$ cat src/rtl/core/ascii_decimal_to_fixed_point_assert.svh
// Assertion macros for the ASCII decimal to fixed-point converter.
// Included by the top level; needs nothing else. Bodies are empty under SYNTHESIS.
`ifndef ASCII_DECIMAL_TO_FIXED_POINT_ASSERT_SVH
`define ASCII_DECIMAL_TO_FIXED_POINT_ASSERT_SVH

`ifndef SYNTHESIS
// Whenever the antecedent holds, the consequent holds in the same cycle.
`define ADFP_ASSERT_IMPLY(label, clk, rst_n, ante, cons) \
  label: assert property (@(posedge clk) disable iff (!(rst_n)) (ante) |-> (cons)) \
    else $error("assertion failed");
// The expression never holds at a clock edge outside reset.
`define ADFP_ASSERT_NEVER(label, clk, rst_n, expr) \
  label: assert property (@(posedge clk) disable iff (!(rst_n)) !(expr)) \
    else $error("assertion failed");
`else
`define ADFP_ASSERT_IMPLY(label, clk, rst_n, ante, cons)
`define ADFP_ASSERT_NEVER(label, clk, rst_n, expr)
`endif

`endif

$ cat src/rtl/core/adfp_pkg.sv
// Shared types, character codes and the power-of-ten tables for the converter.
// Used by the parser, the fraction scaler and the top level; depends on nothing.
`timescale 1ns / 1ps

package adfp_pkg;

  // ASCII codes that steer the parser.
  localparam logic [7:0] CH_ZERO  = 8'h30;
  localparam logic [7:0] CH_NINE  = 8'h39;
  localparam logic [7:0] CH_MINUS = 8'h2D;
  localparam logic [7:0] CH_PLUS  = 8'h2B;
  localparam logic [7:0] CH_POINT = 8'h2E;

  // Nine fraction digits stay below 10^9, which fits in 30 bits.
  localparam int FRAC_ACC_W = 30;
  localparam int DIG_CNT_W  = 4;

  // Parser phase, one-hot.
  typedef enum logic [2:0] {
    PH_START = 3'b001,
    PH_INT   = 3'b010,
    PH_FRAC  = 3'b100
  } adfp_phase_e;

  // Sign and saturation travel together with each number.
  typedef struct packed {
    logic neg;
    logic sat;
  } adfp_flags_t;

  // Divisor for a given count of fraction digits.
  function automatic logic [FRAC_ACC_W-1:0] adfp_pow10(input logic [DIG_CNT_W-1:0] n);
    logic [FRAC_ACC_W-1:0] p;
    case (n)
      4'd0:    p = 30'd1;
      4'd1:    p = 30'd10;
      4'd2:    p = 30'd100;
      4'd3:    p = 30'd1000;
      4'd4:    p = 30'd10000;
      4'd5:    p = 30'd100000;
      4'd6:    p = 30'd1000000;
      4'd7:    p = 30'd10000000;
      4'd8:    p = 30'd100000000;
      4'd9:    p = 30'd1000000000;
      default: p = 30'd1000000000;
    endcase
    return p;
  endfunction

  // Smallest k with 2^k not below the divisor for a given digit count.
  function automatic logic [4:0] adfp_pow10_shift(input logic [DIG_CNT_W-1:0] n);
    logic [4:0] k;
    case (n)
      4'd0:    k = 5'd0;
      4'd1:    k = 5'd4;
      4'd2:    k = 5'd7;
      4'd3:    k = 5'd10;
      4'd4:    k = 5'd14;
      4'd5:    k = 5'd17;
      4'd6:    k = 5'd20;
      4'd7:    k = 5'd24;
      4'd8:    k = 5'd27;
      4'd9:    k = 5'd30;
      default: k = 5'd30;
    endcase
    return k;
  endfunction

endpackage

$ cat src/rtl/core/adfp_parser.sv
// Character parser: tracks sign, integer and fraction digits and hands a
// finished number to the fraction divider. Depends on adfp_pkg.
`timescale 1ns / 1ps

module adfp_parser #(
  parameter int INT_BITS        = 31,
  parameter int MAX_FRAC_DIGITS = 9
) (
  input  logic                            clk_i,
  input  logic                            rst_ni,
  input  logic                            char_valid_i,
  input  logic [7:0]                      char_i,
  output logic                            char_ready_o,
  input  logic                            job_ready_i,
  output logic                            job_valid_o,
  output logic [INT_BITS-1:0]             job_int_o,
  output adfp_pkg::adfp_flags_t           job_flags_o,
  output logic [adfp_pkg::FRAC_ACC_W-1:0] job_rem_o,
  output logic [adfp_pkg::DIG_CNT_W-1:0]  job_cnt_o
);
  import adfp_pkg::*;

  adfp_phase_e           phase_q, phase_d;
  logic                  neg_q, neg_d;
  logic [INT_BITS-1:0]   int_q, int_d;
  logic                  sat_q, sat_d;
  logic [FRAC_ACC_W-1:0] frac_q, frac_d;
  logic [DIG_CNT_W-1:0]  cnt_q, cnt_d;

  logic                  job_valid_q;
  logic [INT_BITS-1:0]   job_int_q;
  adfp_flags_t           job_flags_q;
  logic [FRAC_ACC_W-1:0] job_rem_q;
  logic [DIG_CNT_W-1:0]  job_cnt_q;

  logic                  accept;
  logic                  is_digit;
  logic [3:0]            digit;
  logic                  as_int;
  logic                  as_frac;
  logic                  emit;
  logic [INT_BITS+3:0]   int_next;
  logic [FRAC_ACC_W+3:0] frac_next;

  // A new character is taken whenever the job register is free or draining.
  assign char_ready_o = !job_valid_q || job_ready_i;
  assign accept       = char_valid_i && char_ready_o;

  assign is_digit = char_i inside {[CH_ZERO:CH_NINE]};
  assign digit    = char_i[3:0];

  // Times ten as two shifts plus the new digit.
  assign int_next  = ({4'b0, int_q} << 3) + ({4'b0, int_q} << 1)
                   + {{INT_BITS{1'b0}}, digit};
  assign frac_next = ({4'b0, frac_q} << 3) + ({4'b0, frac_q} << 1)
                   + {{FRAC_ACC_W{1'b0}}, digit};

  // Next-state logic of the parser.
  always_comb begin
    phase_d = phase_q;
    neg_d   = neg_q;
    int_d   = int_q;
    sat_d   = sat_q;
    frac_d  = frac_q;
    cnt_d   = cnt_q;
    as_int  = 1'b0;
    as_frac = 1'b0;
    emit    = 1'b0;
    if (accept) begin
      case (phase_q)
        PH_INT:  as_int = 1'b1;
        PH_FRAC: as_frac = 1'b1;
        default: begin
          // Start of a number: a sign is consumed, anything else is read as
          // the first character of the integer part.
          phase_d = PH_INT;
          if (char_i == CH_MINUS) begin
            neg_d = 1'b1;
          end else if (char_i != CH_PLUS) begin
            as_int = 1'b1;
          end
        end
      endcase

      if (as_int) begin
        if (is_digit) begin
          if (!sat_q) begin
            if (int_next[INT_BITS+3:INT_BITS] != 4'd0) begin
              int_d = '1;
              sat_d = 1'b1;
            end else begin
              int_d = int_next[INT_BITS-1:0];
            end
          end
        end else if (char_i == CH_POINT) begin
          phase_d = PH_FRAC;
        end else begin
          emit = 1'b1;
        end
      end

      if (as_frac) begin
        if (is_digit) begin
          if (cnt_q < DIG_CNT_W'(MAX_FRAC_DIGITS)) begin
            frac_d = frac_next[FRAC_ACC_W-1:0];
            cnt_d  = cnt_q + 1'b1;
          end
        end else begin
          emit = 1'b1;
        end
      end

      // The terminator hands the number on and clears everything.
      if (emit) begin
        phase_d = PH_START;
        neg_d   = 1'b0;
        int_d   = '0;
        sat_d   = 1'b0;
        frac_d  = '0;
        cnt_d   = '0;
      end
    end
  end

  // Parser state registers.
  always_ff @(posedge clk_i or negedge rst_ni) begin
    if (!rst_ni) begin
      phase_q <= PH_START;
      neg_q   <= 1'b0;
      int_q   <= '0;
      sat_q   <= 1'b0;
      frac_q  <= '0;
      cnt_q   <= '0;
    end else begin
      phase_q <= phase_d;
      neg_q   <= neg_d;
      int_q   <= int_d;
      sat_q   <= sat_d;
      frac_q  <= frac_d;
      cnt_q   <= cnt_d;
    end
  end

  // Job handshake towards the divider.
  always_ff @(posedge clk_i or negedge rst_ni) begin
    if (!rst_ni) begin
      job_valid_q <= 1'b0;
    end else if (char_ready_o) begin
      job_valid_q <= accept && emit;
    end
  end

  // Job payload, captured from the state before it is cleared.
  always_ff @(posedge clk_i) begin
    if (accept && emit) begin
      job_int_q       <= int_q;
      job_flags_q.neg <= neg_q;
      job_flags_q.sat <= sat_q;
      job_rem_q       <= frac_q;
      job_cnt_q       <= cnt_q;
    end
  end

  assign job_valid_o = job_valid_q;
  assign job_int_o   = job_int_q;
  assign job_flags_o = job_flags_q;
  assign job_rem_o   = job_rem_q;
  assign job_cnt_o   = job_cnt_q;

endmodule

$ cat src/rtl/core/adfp_div_stage.sv
// Fraction scaler: turns the fraction digits into binary fraction bits by a
// reciprocal multiply and one correction step over two pipeline registers.
// Depends on adfp_pkg.
`timescale 1ns / 1ps

module adfp_div_stage #(
  parameter int INT_BITS  = 31,
  parameter int FRAC_BITS = 16
) (
  input  logic                            clk_i,
  input  logic                            rst_ni,
  input  logic                            valid_i,
  output logic                            ready_o,
  input  logic [INT_BITS-1:0]             int_i,
  input  adfp_pkg::adfp_flags_t           flags_i,
  input  logic [adfp_pkg::FRAC_ACC_W-1:0] rem_i,
  input  logic [adfp_pkg::DIG_CNT_W-1:0]  cnt_i,
  output logic                            valid_o,
  input  logic                            ready_i,
  output logic [INT_BITS-1:0]             int_o,
  output adfp_pkg::adfp_flags_t           flags_o,
  output logic [FRAC_BITS-1:0]            quo_o
);
  import adfp_pkg::*;

  localparam int RECIP_W = FRAC_BITS + 1;
  localparam int PROD_W  = FRAC_ACC_W + RECIP_W;
  localparam int WIDE_W  = FRAC_ACC_W + FRAC_BITS;

  // Reciprocal floor(2^(FRAC_BITS+k) / 10^n), with k from adfp_pow10_shift.
  // The fraction is below 10^n, so the estimate falls short by at most one.
  function automatic logic [RECIP_W-1:0] recip(input logic [DIG_CNT_W-1:0] n);
    logic [RECIP_W-1:0] r;
    case (n)
      4'd0:    r = RECIP_W'((64'd1 << FRAC_BITS) / 64'd1);
      4'd1:    r = RECIP_W'((64'd1 << (FRAC_BITS + 4)) / 64'd10);
      4'd2:    r = RECIP_W'((64'd1 << (FRAC_BITS + 7)) / 64'd100);
      4'd3:    r = RECIP_W'((64'd1 << (FRAC_BITS + 10)) / 64'd1000);
      4'd4:    r = RECIP_W'((64'd1 << (FRAC_BITS + 14)) / 64'd10000);
      4'd5:    r = RECIP_W'((64'd1 << (FRAC_BITS + 17)) / 64'd100000);
      4'd6:    r = RECIP_W'((64'd1 << (FRAC_BITS + 20)) / 64'd1000000);
      4'd7:    r = RECIP_W'((64'd1 << (FRAC_BITS + 24)) / 64'd10000000);
      4'd8:    r = RECIP_W'((64'd1 << (FRAC_BITS + 27)) / 64'd100000000);
      4'd9:    r = RECIP_W'((64'd1 << (FRAC_BITS + 30)) / 64'd1000000000);
      default: r = RECIP_W'((64'd1 << (FRAC_BITS + 30)) / 64'd1000000000);
    endcase
    return r;
  endfunction

  logic                  a_valid_q;
  logic [INT_BITS-1:0]   a_int_q;
  adfp_flags_t           a_flags_q;
  logic [FRAC_ACC_W-1:0] a_rem_q;
  logic [DIG_CNT_W-1:0]  a_cnt_q;
  logic [FRAC_BITS-1:0]  a_quo_q;

  logic                  b_valid_q;
  logic [INT_BITS-1:0]   b_int_q;
  adfp_flags_t           b_flags_q;
  logic [FRAC_BITS-1:0]  b_quo_q;

  logic                  a_ready;
  logic                  b_ready;
  logic [RECIP_W-1:0]    recip_a;
  logic [4:0]            shift_a;
  logic [PROD_W-1:0]     prod_a;
  logic [PROD_W-1:0]     scaled_a;
  logic [FRAC_ACC_W-1:0] div_b;
  logic [WIDE_W-1:0]     target_b;
  logic [WIDE_W-1:0]     back_b;
  logic [WIDE_W-1:0]     resid_b;
  logic                  bump_b;

  assign b_ready = !b_valid_q || ready_i;
  assign a_ready = !a_valid_q || b_ready;
  assign ready_o = a_ready;

  // First step: quotient estimate from the reciprocal.
  assign recip_a  = recip(cnt_i);
  assign shift_a  = adfp_pow10_shift(cnt_i);
  assign prod_a   = {{RECIP_W{1'b0}}, rem_i} * {{FRAC_ACC_W{1'b0}}, recip_a};
  assign scaled_a = prod_a >> shift_a;

  // Second step: add one where the remainder still covers the divisor.
  assign div_b    = adfp_pow10(a_cnt_q);
  assign target_b = {a_rem_q, {FRAC_BITS{1'b0}}};
  assign back_b   = {{FRAC_ACC_W{1'b0}}, a_quo_q} * {{FRAC_BITS{1'b0}}, div_b};
  assign resid_b  = target_b - back_b;
  assign bump_b   = resid_b >= {{FRAC_BITS{1'b0}}, div_b};

  // Valid bits of both steps.
  always_ff @(posedge clk_i or negedge rst_ni) begin
    if (!rst_ni) begin
      a_valid_q <= 1'b0;
      b_valid_q <= 1'b0;
    end else begin
      if (a_ready) begin
        a_valid_q <= valid_i;
      end
      if (b_ready) begin
        b_valid_q <= a_valid_q;
      end
    end
  end

  // Payload of the estimate step.
  always_ff @(posedge clk_i) begin
    if (a_ready && valid_i) begin
      a_int_q   <= int_i;
      a_flags_q <= flags_i;
      a_rem_q   <= rem_i;
      a_cnt_q   <= cnt_i;
      a_quo_q   <= scaled_a[FRAC_BITS-1:0];
    end
  end

  // Payload of the correction step.
  always_ff @(posedge clk_i) begin
    if (b_ready && a_valid_q) begin
      b_int_q   <= a_int_q;
      b_flags_q <= a_flags_q;
      b_quo_q   <= a_quo_q + {{(FRAC_BITS-1){1'b0}}, bump_b};
    end
  end

  assign valid_o = b_valid_q;
  assign int_o   = b_int_q;
  assign flags_o = b_flags_q;
  assign quo_o   = b_quo_q;

endmodule

$ cat src/rtl/core/ascii_decimal_to_fixed_point.sv
// ASCII decimal to Q(INT_BITS).(FRAC_BITS) converter, one character per word.
// A result goes through the job, estimate, correction and output registers in turn.
// One word per cycle unless stalled; ready runs back through every register.
// Reset clears parser state and all valid bits; the first word is taken at once.
// Depends on adfp_pkg, adfp_parser, adfp_div_stage and the assertion header.
`timescale 1ns / 1ps

`include "ascii_decimal_to_fixed_point_assert.svh"

module ascii_decimal_to_fixed_point #(
  parameter int INT_BITS        = 31,
  parameter int FRAC_BITS       = 16,
  parameter int MAX_FRAC_DIGITS = 9,
  localparam int VALUE_W        = 1 + INT_BITS + FRAC_BITS,
  localparam int OUT_DATA_W     = ((VALUE_W + 7) / 8) * 8
) (
  input  logic                  clk_i,
  input  logic                  rst_ni,
  input  logic                  s_axis_tvalid,
  output logic                  s_axis_tready,
  input  logic [7:0]            s_axis_tdata,  // [7:0] char_in
  output logic                  m_axis_tvalid,
  input  logic                  m_axis_tready,
  output logic [OUT_DATA_W-1:0] m_axis_tdata,  // [VALUE_W-1:0] value, rest zero
  output logic [0:0]            m_axis_tuser   // [0] overflow
);
  import adfp_pkg::*;

  localparam logic [VALUE_W-1:0] MOST_NEG = {1'b1, {(VALUE_W-1){1'b0}}};
  localparam logic [VALUE_W-1:0] MAG_MAX  = {1'b0, {(VALUE_W-1){1'b1}}};
  localparam logic [VALUE_W-1:0] NEG_MAX  = VALUE_W'(0) - MAG_MAX;

  logic                  job_valid;
  logic                  job_ready;
  logic [INT_BITS-1:0]   job_int;
  adfp_flags_t           job_flags;
  logic [FRAC_ACC_W-1:0] job_rem;
  logic [DIG_CNT_W-1:0]  job_cnt;

  logic                  frac_valid;
  logic [INT_BITS-1:0]   frac_int;
  adfp_flags_t           frac_flags;
  logic [FRAC_BITS-1:0]  frac_quo;

  logic                       out_valid_q;
  logic [VALUE_W-1:0]         value_q;
  logic                       ovf_q;
  logic                       out_ready;
  logic [INT_BITS+FRAC_BITS-1:0] mag;
  logic [VALUE_W-1:0]         value_d;

  // Character parser and job register.
  adfp_parser #(
    .INT_BITS        (INT_BITS),
    .MAX_FRAC_DIGITS (MAX_FRAC_DIGITS)
  ) u_parser (
    .clk_i        (clk_i),
    .rst_ni       (rst_ni),
    .char_valid_i (s_axis_tvalid),
    .char_i       (s_axis_tdata),
    .char_ready_o (s_axis_tready),
    .job_ready_i  (job_ready),
    .job_valid_o  (job_valid),
    .job_int_o    (job_int),
    .job_flags_o  (job_flags),
    .job_rem_o    (job_rem),
    .job_cnt_o    (job_cnt)
  );

  // Fraction scaler: decimal fraction digits to binary fraction bits.
  adfp_div_stage #(
    .INT_BITS  (INT_BITS),
    .FRAC_BITS (FRAC_BITS)
  ) u_frac (
    .clk_i   (clk_i),
    .rst_ni  (rst_ni),
    .valid_i (job_valid),
    .ready_o (job_ready),
    .int_i   (job_int),
    .flags_i (job_flags),
    .rem_i   (job_rem),
    .cnt_i   (job_cnt),
    .valid_o (frac_valid),
    .ready_i (out_ready),
    .int_o   (frac_int),
    .flags_o (frac_flags),
    .quo_o   (frac_quo)
  );

  // The fraction is below one, so integer and fraction bits simply join.
  assign mag = frac_flags.sat ? '1 : {frac_int, frac_quo};
  assign value_d = frac_flags.neg ? (VALUE_W'(0) - {1'b0, mag}) : {1'b0, mag};

  assign out_ready = !out_valid_q || m_axis_tready;

  // Output register valid bit.
  always_ff @(posedge clk_i or negedge rst_ni) begin
    if (!rst_ni) begin
      out_valid_q <= 1'b0;
    end else if (out_ready) begin
      out_valid_q <= frac_valid;
    end
  end

  // Output register payload.
  always_ff @(posedge clk_i) begin
    if (out_ready && frac_valid) begin
      value_q <= value_d;
      ovf_q   <= frac_flags.sat;
    end
  end

  assign m_axis_tvalid   = out_valid_q;
  assign m_axis_tdata    = OUT_DATA_W'(value_q);
  assign m_axis_tuser[0] = ovf_q;

  // An empty output register leaves the whole chain ready for input.
  `ADFP_ASSERT_IMPLY(a_ready_when_empty, clk_i, rst_ni, !out_valid_q, s_axis_tready)
  // A saturated result carries the largest magnitude with its sign.
  `ADFP_ASSERT_IMPLY(a_ovf_value, clk_i, rst_ni, out_valid_q && ovf_q,
    (value_q == MAG_MAX) || (value_q == NEG_MAX))
  // The magnitude never reaches the most negative code.
  `ADFP_ASSERT_NEVER(a_no_most_neg, clk_i, rst_ni, out_valid_q && (value_q == MOST_NEG))

endmodule
$ cat config.mk
export PLATFORM = sky130hd
export DESIGN_NAME = ascii_decimal_to_fixed_point
export DESIGN_NICKNAME = d
export VERILOG_FILES = /design/src/rtl/core/adfp_pkg.sv /design/src/rtl/core/adfp_parser.sv /design/src/rtl/core/adfp_div_stage.sv /design/src/rtl/core/ascii_decimal_to_fixed_point.sv
export VERILOG_INCLUDE_DIRS = /design/src /design/src/rtl/core
export SDC_FILE = /design/constraint.sdc
export NUM_CORES = 2
export LEC_CHECK = 0
export BUFFER_PORTS_ARGS = -buffer_cell sky130_fd_sc_hd__buf_2
export CAP_MARGIN = 0
export CORE_MARGIN = 1.5
export CORE_UTILIZATION = 60
export DETAILED_ROUTE_END_ITERATION = 10
export GPL_ROUTABILITY_DRIVEN = 0
export PLACE_DENSITY = 0.88
export SLEW_MARGIN = 5
export SYNTH_ARGS = -nofsm -noshare
export SYNTH_HDL_FRONTEND = slang
export SYNTH_SLANG_ARGS = --single-unit
$ cat constraint.sdc
create_clock -name clk_i -period 13 [get_ports clk_i]
set_input_delay 1.3 -clock clk_i [delete_from_list [all_inputs] [get_ports clk_i]]
set_output_delay 1.3 -clock clk_i [all_outputs]
set_load 0.05 [all_outputs]
# After elaboration in Yosys (flattened, before gate mapping)
# Memories as Yosys holds them, arrays and structs flattened. A register that Yosys moved wholly into a read port is not among the register bits.
# Index checks and enable logic that the tools add are counted.
# word_totals
register_bits	322
rom_bits	816
inputBits	12
output_inout_bits	51
wordCells	122
mem_count	3
# classes
n_addsub	8
mul	2
n_lt_le_gt_ge	4
n_eq_ne	7
shifts	1
mux	44
reduce_logical	25
# mem_list
name	words	word_bits	read_ports	rd_ports_with_merged_regs	wr	line_no	source
(name not given)	16	30	1	1	0	adfp_pkg.sv:34	case (n)
(name not given)	16	16	1	1	0	adfp_div_stage.sv:34	case (n)
(name not given)	16	5	1	1	0	adfp_pkg.sv:53	case (n)
# op_table
op	count
31-bit two-way mux	5
30-bit two-way mux	4
47-bit two-way mux	2
1-bit by 47-bit subtractor with 48-bit output, first input constant	1
30-bit by 17-bit multiplier with 47-bit output	1
47-bit by 5-bit right shift with 16-bit output	1
46-bit by 30-bit >= comparator with 1-bit output	1
16-bit by 30-bit multiplier with 46-bit output	1
46-bit subtractor	1
34-bit by 32-bit adder with 35-bit output	1
35-bit by 4-bit adder with 35-bit output	1
30-bit adder	1
30-bit by 4-bit adder with 30-bit output	1
4-bit two-way mux	7
1-bit two-way mux	20
16-bit by 1-bit adder with 16-bit output	1
8-bit by 6-bit == test with 1-bit output, second input constant	2
3-bit two-way mux	5
2-bit nonzero test	5
8-bit by 6-bit >= comparator with 1-bit output, second input constant	1
8-bit by 6-bit less-or-equal comparator with 1-bit output, second input constant	1
8-bit by 6-bit != test with 1-bit output, second input constant	1
4-bit AND reduction	2
1-bit logical AND	6
other kinds (12)	19

# Logic depth before layout (Yosys ltp)
# depth
ltp_word	14
ltp_mapped	45
ltp_nobuf	42

# By module
# Synthesis repeated with hierarchy kept, for this count alone.
# unflattened
cells_unflattened	5490
hier_area_um2	52182.5
# modules_own_cells
mod	n_inst	cells_each	area_per_inst_um2	seq_area_each_um2
adfp_div_stage	1	4331	40169.8	4474.3
adfp_parser	1	850	8884.8	3789.9
ascii_decimal_to_fixed_point	1	309	3128.0	1496.4

# Least setup slack after synthesis
# No wires, ideal clock.
# synth_timing
path_kind	register -> register
from	register u_frac.a_quo_q[1]
to	register u_frac.b_quo_q[15] (netlist: u_frac.quo_o[15]), data pin
setup_ns	0.260
t_arrival_ns	8.832
required_ns	12.740
slack_ns	3.908
path_stages_with_launch	44
n_path_buf	3
synth_period_minus_slack_ns	9.092
path_cell_list	edfxtp_1 > clkbuf_1 > buf_1 > nand2_1 > fa_1 > fa_1 > inv_1 > ha_1 > fa_1 > inv_1 > fa_1 > inv_1 > fa_1 > inv_1 > ha_1 > a21o_1 > a211o_1 > o22ai_1 > [8 not listed] > ha_1 > nand2_1 > nor4_1 > a221o_1 > a31oi_1 > nand3_1 > nor2b_1 > nor4_1 > o2111a_1 > nand4_1 > or4_1 > ha_1 > nand4_1 > nor2_1 > and3_1 > clkbuf_1 > nand4_1 > xnor2_1
# synth_between
elab_chain_cells	4
# synth_rtl
element	line_no	source
start, declared	adfp_div_stage.sv:55	logic [FRAC_BITS-1:0] a_quo_q;
start signal, assigned	adfp_div_stage.sv:113	a_quo_q <= scaled_a[FRAC_BITS-1:0];
16-bit by 30-bit multiplier with 46-bit output	adfp_div_stage.sv:87	assign back_b = {{FRAC_ACC_W{1'b0}}, a_quo_q} * {{FRAC_BITS{1'b0}}, div_b};
46-bit subtractor	adfp_div_stage.sv:88	assign resid_b = target_b - back_b;
46-bit by 30-bit >= comparator with 1-bit output	adfp_div_stage.sv:89	assign bump_b = resid_b >= {{FRAC_BITS{1'b0}}, div_b};
16-bit by 1-bit adder with 16-bit output (*)	adfp_div_stage.sv:122	b_quo_q <= a_quo_q + {{(FRAC_BITS-1){1'b0}}, bump_b};
end signal, assigned	adfp_div_stage.sv:122	
end, declared	adfp_div_stage.sv:60	logic [FRAC_BITS-1:0] b_quo_q;
# Mark *: on every way between the ends. The rest lies on a longest branch, timed or not.
# A chain may end at the register's enable or synchronous reset.

# Worst setup path in the final report
# layout_timing
from	register u_frac.a_quo_q[6]
to	register u_frac.b_quo_q[15] (netlist: u_frac.quo_o[15]), data pin
# The elaborated chain is that of the path after synthesis.

==> impl_metrics.ini <==
[cells_and_area]
nets = 6532
syn2layout_area_growth_pct = 4.83
drive_gt1_frac = 0.0440
nFillCells = 6129

[timing]
relSlewSlack = 0.163
finClkSkew_ns = 0.0270
min_period_ns = 10.66
finalSetupTns_ns = 0
fin_ws_ns = 2.34
fmaxAchievable_mhz = 93.8
post-route-period-util = 0.820
finalHoldViolCount = 0
rsz0062_at_grt = no
slew_violations = 0
tightest_slew_ns = 1.22
setup_viol = 0

[floorplanning]
fp.dieH_um = 296
die_w_um = 296
ios = 63
rows = 107
coreArea_mm2 = 0.0853
start_util = 0.606
dieArea_mm2 = 0.0878

[yosys]
synth_edf_count = 248
syn_area_mm2 = 0.0516
async_flop_share = 0.203
yosysSeqAreaShare = 0.196
synth.distinct_cells = 93
syn_nets = 6616
synth_ff_type = edfxtp_1
syn_inst = 5350
synth_area_per_cell_um2 = 9.65
ys_ff_latch = 364
yosysWarnings = 0

[hold_path]
hp-class = reg -> reg

[clock_tree]
root_buffer = clkbuf_16
cts_tree = yes
cts_buffers = 37
clock_sinks = 364
cts_buffer_depth = 3
cts_resized = 0
htree_num_levels = 2
hold_buffers = 0
post_cts_buffers = 0
clkTransAtPathRegs_ns = 0.06
clock_latency_ns = 0.57

[global_route]
grtUsageTotal = 0.322
grt_pass1_vias = 42400
grt_remaining_overflow = 0
grt_pass1_wl_mm = 222
antenna_found_initial = 6
grt_max_degree = 76

[drt]
drtIter0Drc = 4553
drc = 0
via_per_inst = 6.20
dr.pass1.iters = 6
vias = 39900
ant_nets = 0
routed_wl_mm = 138
wl_per_cell_um = 21.4

[setup_path]
cp_slowest_cell = edfxtp_1
cp_common_cell = fa_1
arrival_ns = 10.95
critical_path_required_ns = 13.29
endpoint_kind = register
worstSetupPathType = reg -> reg
cp_max_fo = 27
start_kind = register
critPathMaxStageDelay_ns = 1.13

[placed_design]
post-place-ws_ns = 2.66
port_buffers = 62
dp_hpwl_mm = 102

[run]
max_cap_viol_count = 0

[run_status]
status = finished, final reports clean
==> worst max-delay path, delay by kind of cell, from the launching register on <==
family / cells / cell delay [ns]
fa+ha+maj: 9 / 3.78
simple gates: 12 / 2.65
compound gates: 10 / 2.08
flops: 1 / 1.13
buf+inv: 4 / 0.48
xor+xnor: 2 / 0.26
==> logic make-up (layout without fill, tap and decap cells) <==
family          after synthesis  count (layout)  synth area share
compound gates              770             770             0.101
fa+ha+maj                  1254            1254             0.427
simple gates               1551            1551             0.146
buf+inv                    1179            1123            0.0865
other cells                   0               3                 0
flops                       364             364             0.196
xor+xnor                    159             159            0.0270
mux                          73              73            0.0164
==> flip-flops by register name, summed over array words and instances (netlist names), 23 cells and up <==
register	cells
u_parser.job_int_o	31
u_frac.a_int_q	31
u_frac.a_rem_q	30
u_parser.frac_q	30
u_frac.div_b	23
u_parser.int_q	31
m_axis_tdata	48
u_frac.int_o	31
u_parser.job_rem_o	30
==> metrics by stage <==
| stage | cells | util | cell area (um^2) | hold WS, ns |
|---|---|---|---|---|
| floorplan | 5350 | - | 51600 | 0.400 |
| global placement | 6371 | 0.621 | 52900 | 0.401 |
| detailed placement | 6371 | 0.621 | 52900 | 0.405 |
| CTS | 6438 | 0.635 | 54100 | 0.416 |
| global route | 6438 | 0.635 | 54100 | 0.416 |
| finish | 6441 | 0.635 | 54100 | 0.414 |
==> cells in the mapped netlist, types with 28 or more instances <==
library cell	number	area share
ha_1	407	0.099
nand4_1	28	0.0034
a221o_1	37	0.0072
o21ai_0	111	0.011
fa_1	847	0.33
nand3_1	52	0.0050
o21ai_1	34	0.0033
nand2_1	614	0.045
and2_1	440	0.053
and3_1	29	0.0035
dfrtp_1	73	0.035
nor3_1	50	0.0048
mux2i_1	51	0.0099
inv_1	928	0.067
xor2_1	66	0.011
o22ai_1	28	0.0034
edfxtp_1	248	0.14
a21o_1	90	0.013
a21oi_1	202	0.020
a211oi_1	44	0.0064
xnor2_1	93	0.016
nor2_1	213	0.015
clkbuf_1	225	0.016
dfxtp_1	42	0.016
==> cell usage in the layout (no fill, tap or decap), types with 51 or more instances in the layout <==
cell and count:
fa_1 847, o21ai_0 110, xor2_1 66, buf_2 61, a21o_1 90, and2_1 439, edfxtp_1 248, inv_1 927
mux2i_1 51, a21oi_1 202, dfrtp_1 73, xnor2_1 93, ha_1 407, nand2_1 614, nand3_1 52, nor2_1 212
buf_4 64
==> metal layers <==
layer,GRT usage,vias up,routed length (um)
met5,0,-,25
met4,0.185,4,9000
met3,0.0652,620,15100
met2,0.520,2541,64900
met1,0.404,19700,48900
li1,-,17000,-
==> final timing paths <==
check                                           start            endpoint  slack, ns  depth (start not counted)
worst max-delay path                u_frac.a_quo_q[6]    u_frac.quo_o[15]       2.34                         37
worst min-delay path            u_parser.job_int_o[6]   u_frac.a_int_q[6]       0.41                          0
worst max register to register      u_frac.a_quo_q[6]    u_frac.quo_o[15]       2.34                         37
worst min register to register  u_parser.job_int_o[6]   u_frac.a_int_q[6]       0.41                          0
max in group asynchronous                      rst_ni  u_parser.int_q[13]      11.44                          1
min in group asynchronous                      rst_ni  u_parser.int_q[24]       0.90                          1
==> final cells by class <==
class	instances	area (um^2)	area share
antenna	3	7.51	0.000139
clock buffer	55	1030	0.0191
clock inverter	12	170	0.00314
inverter	931	3500	0.0646
multi-input combinational	3807	37100	0.685
sequential	364	10100	0.187
tap	1144	1430	0.0264
timing repair buffer	125	786	0.0145
Power is not shown: default switching activity piles up to over one toggle a cycle in this logic, so the estimate is an artifact.
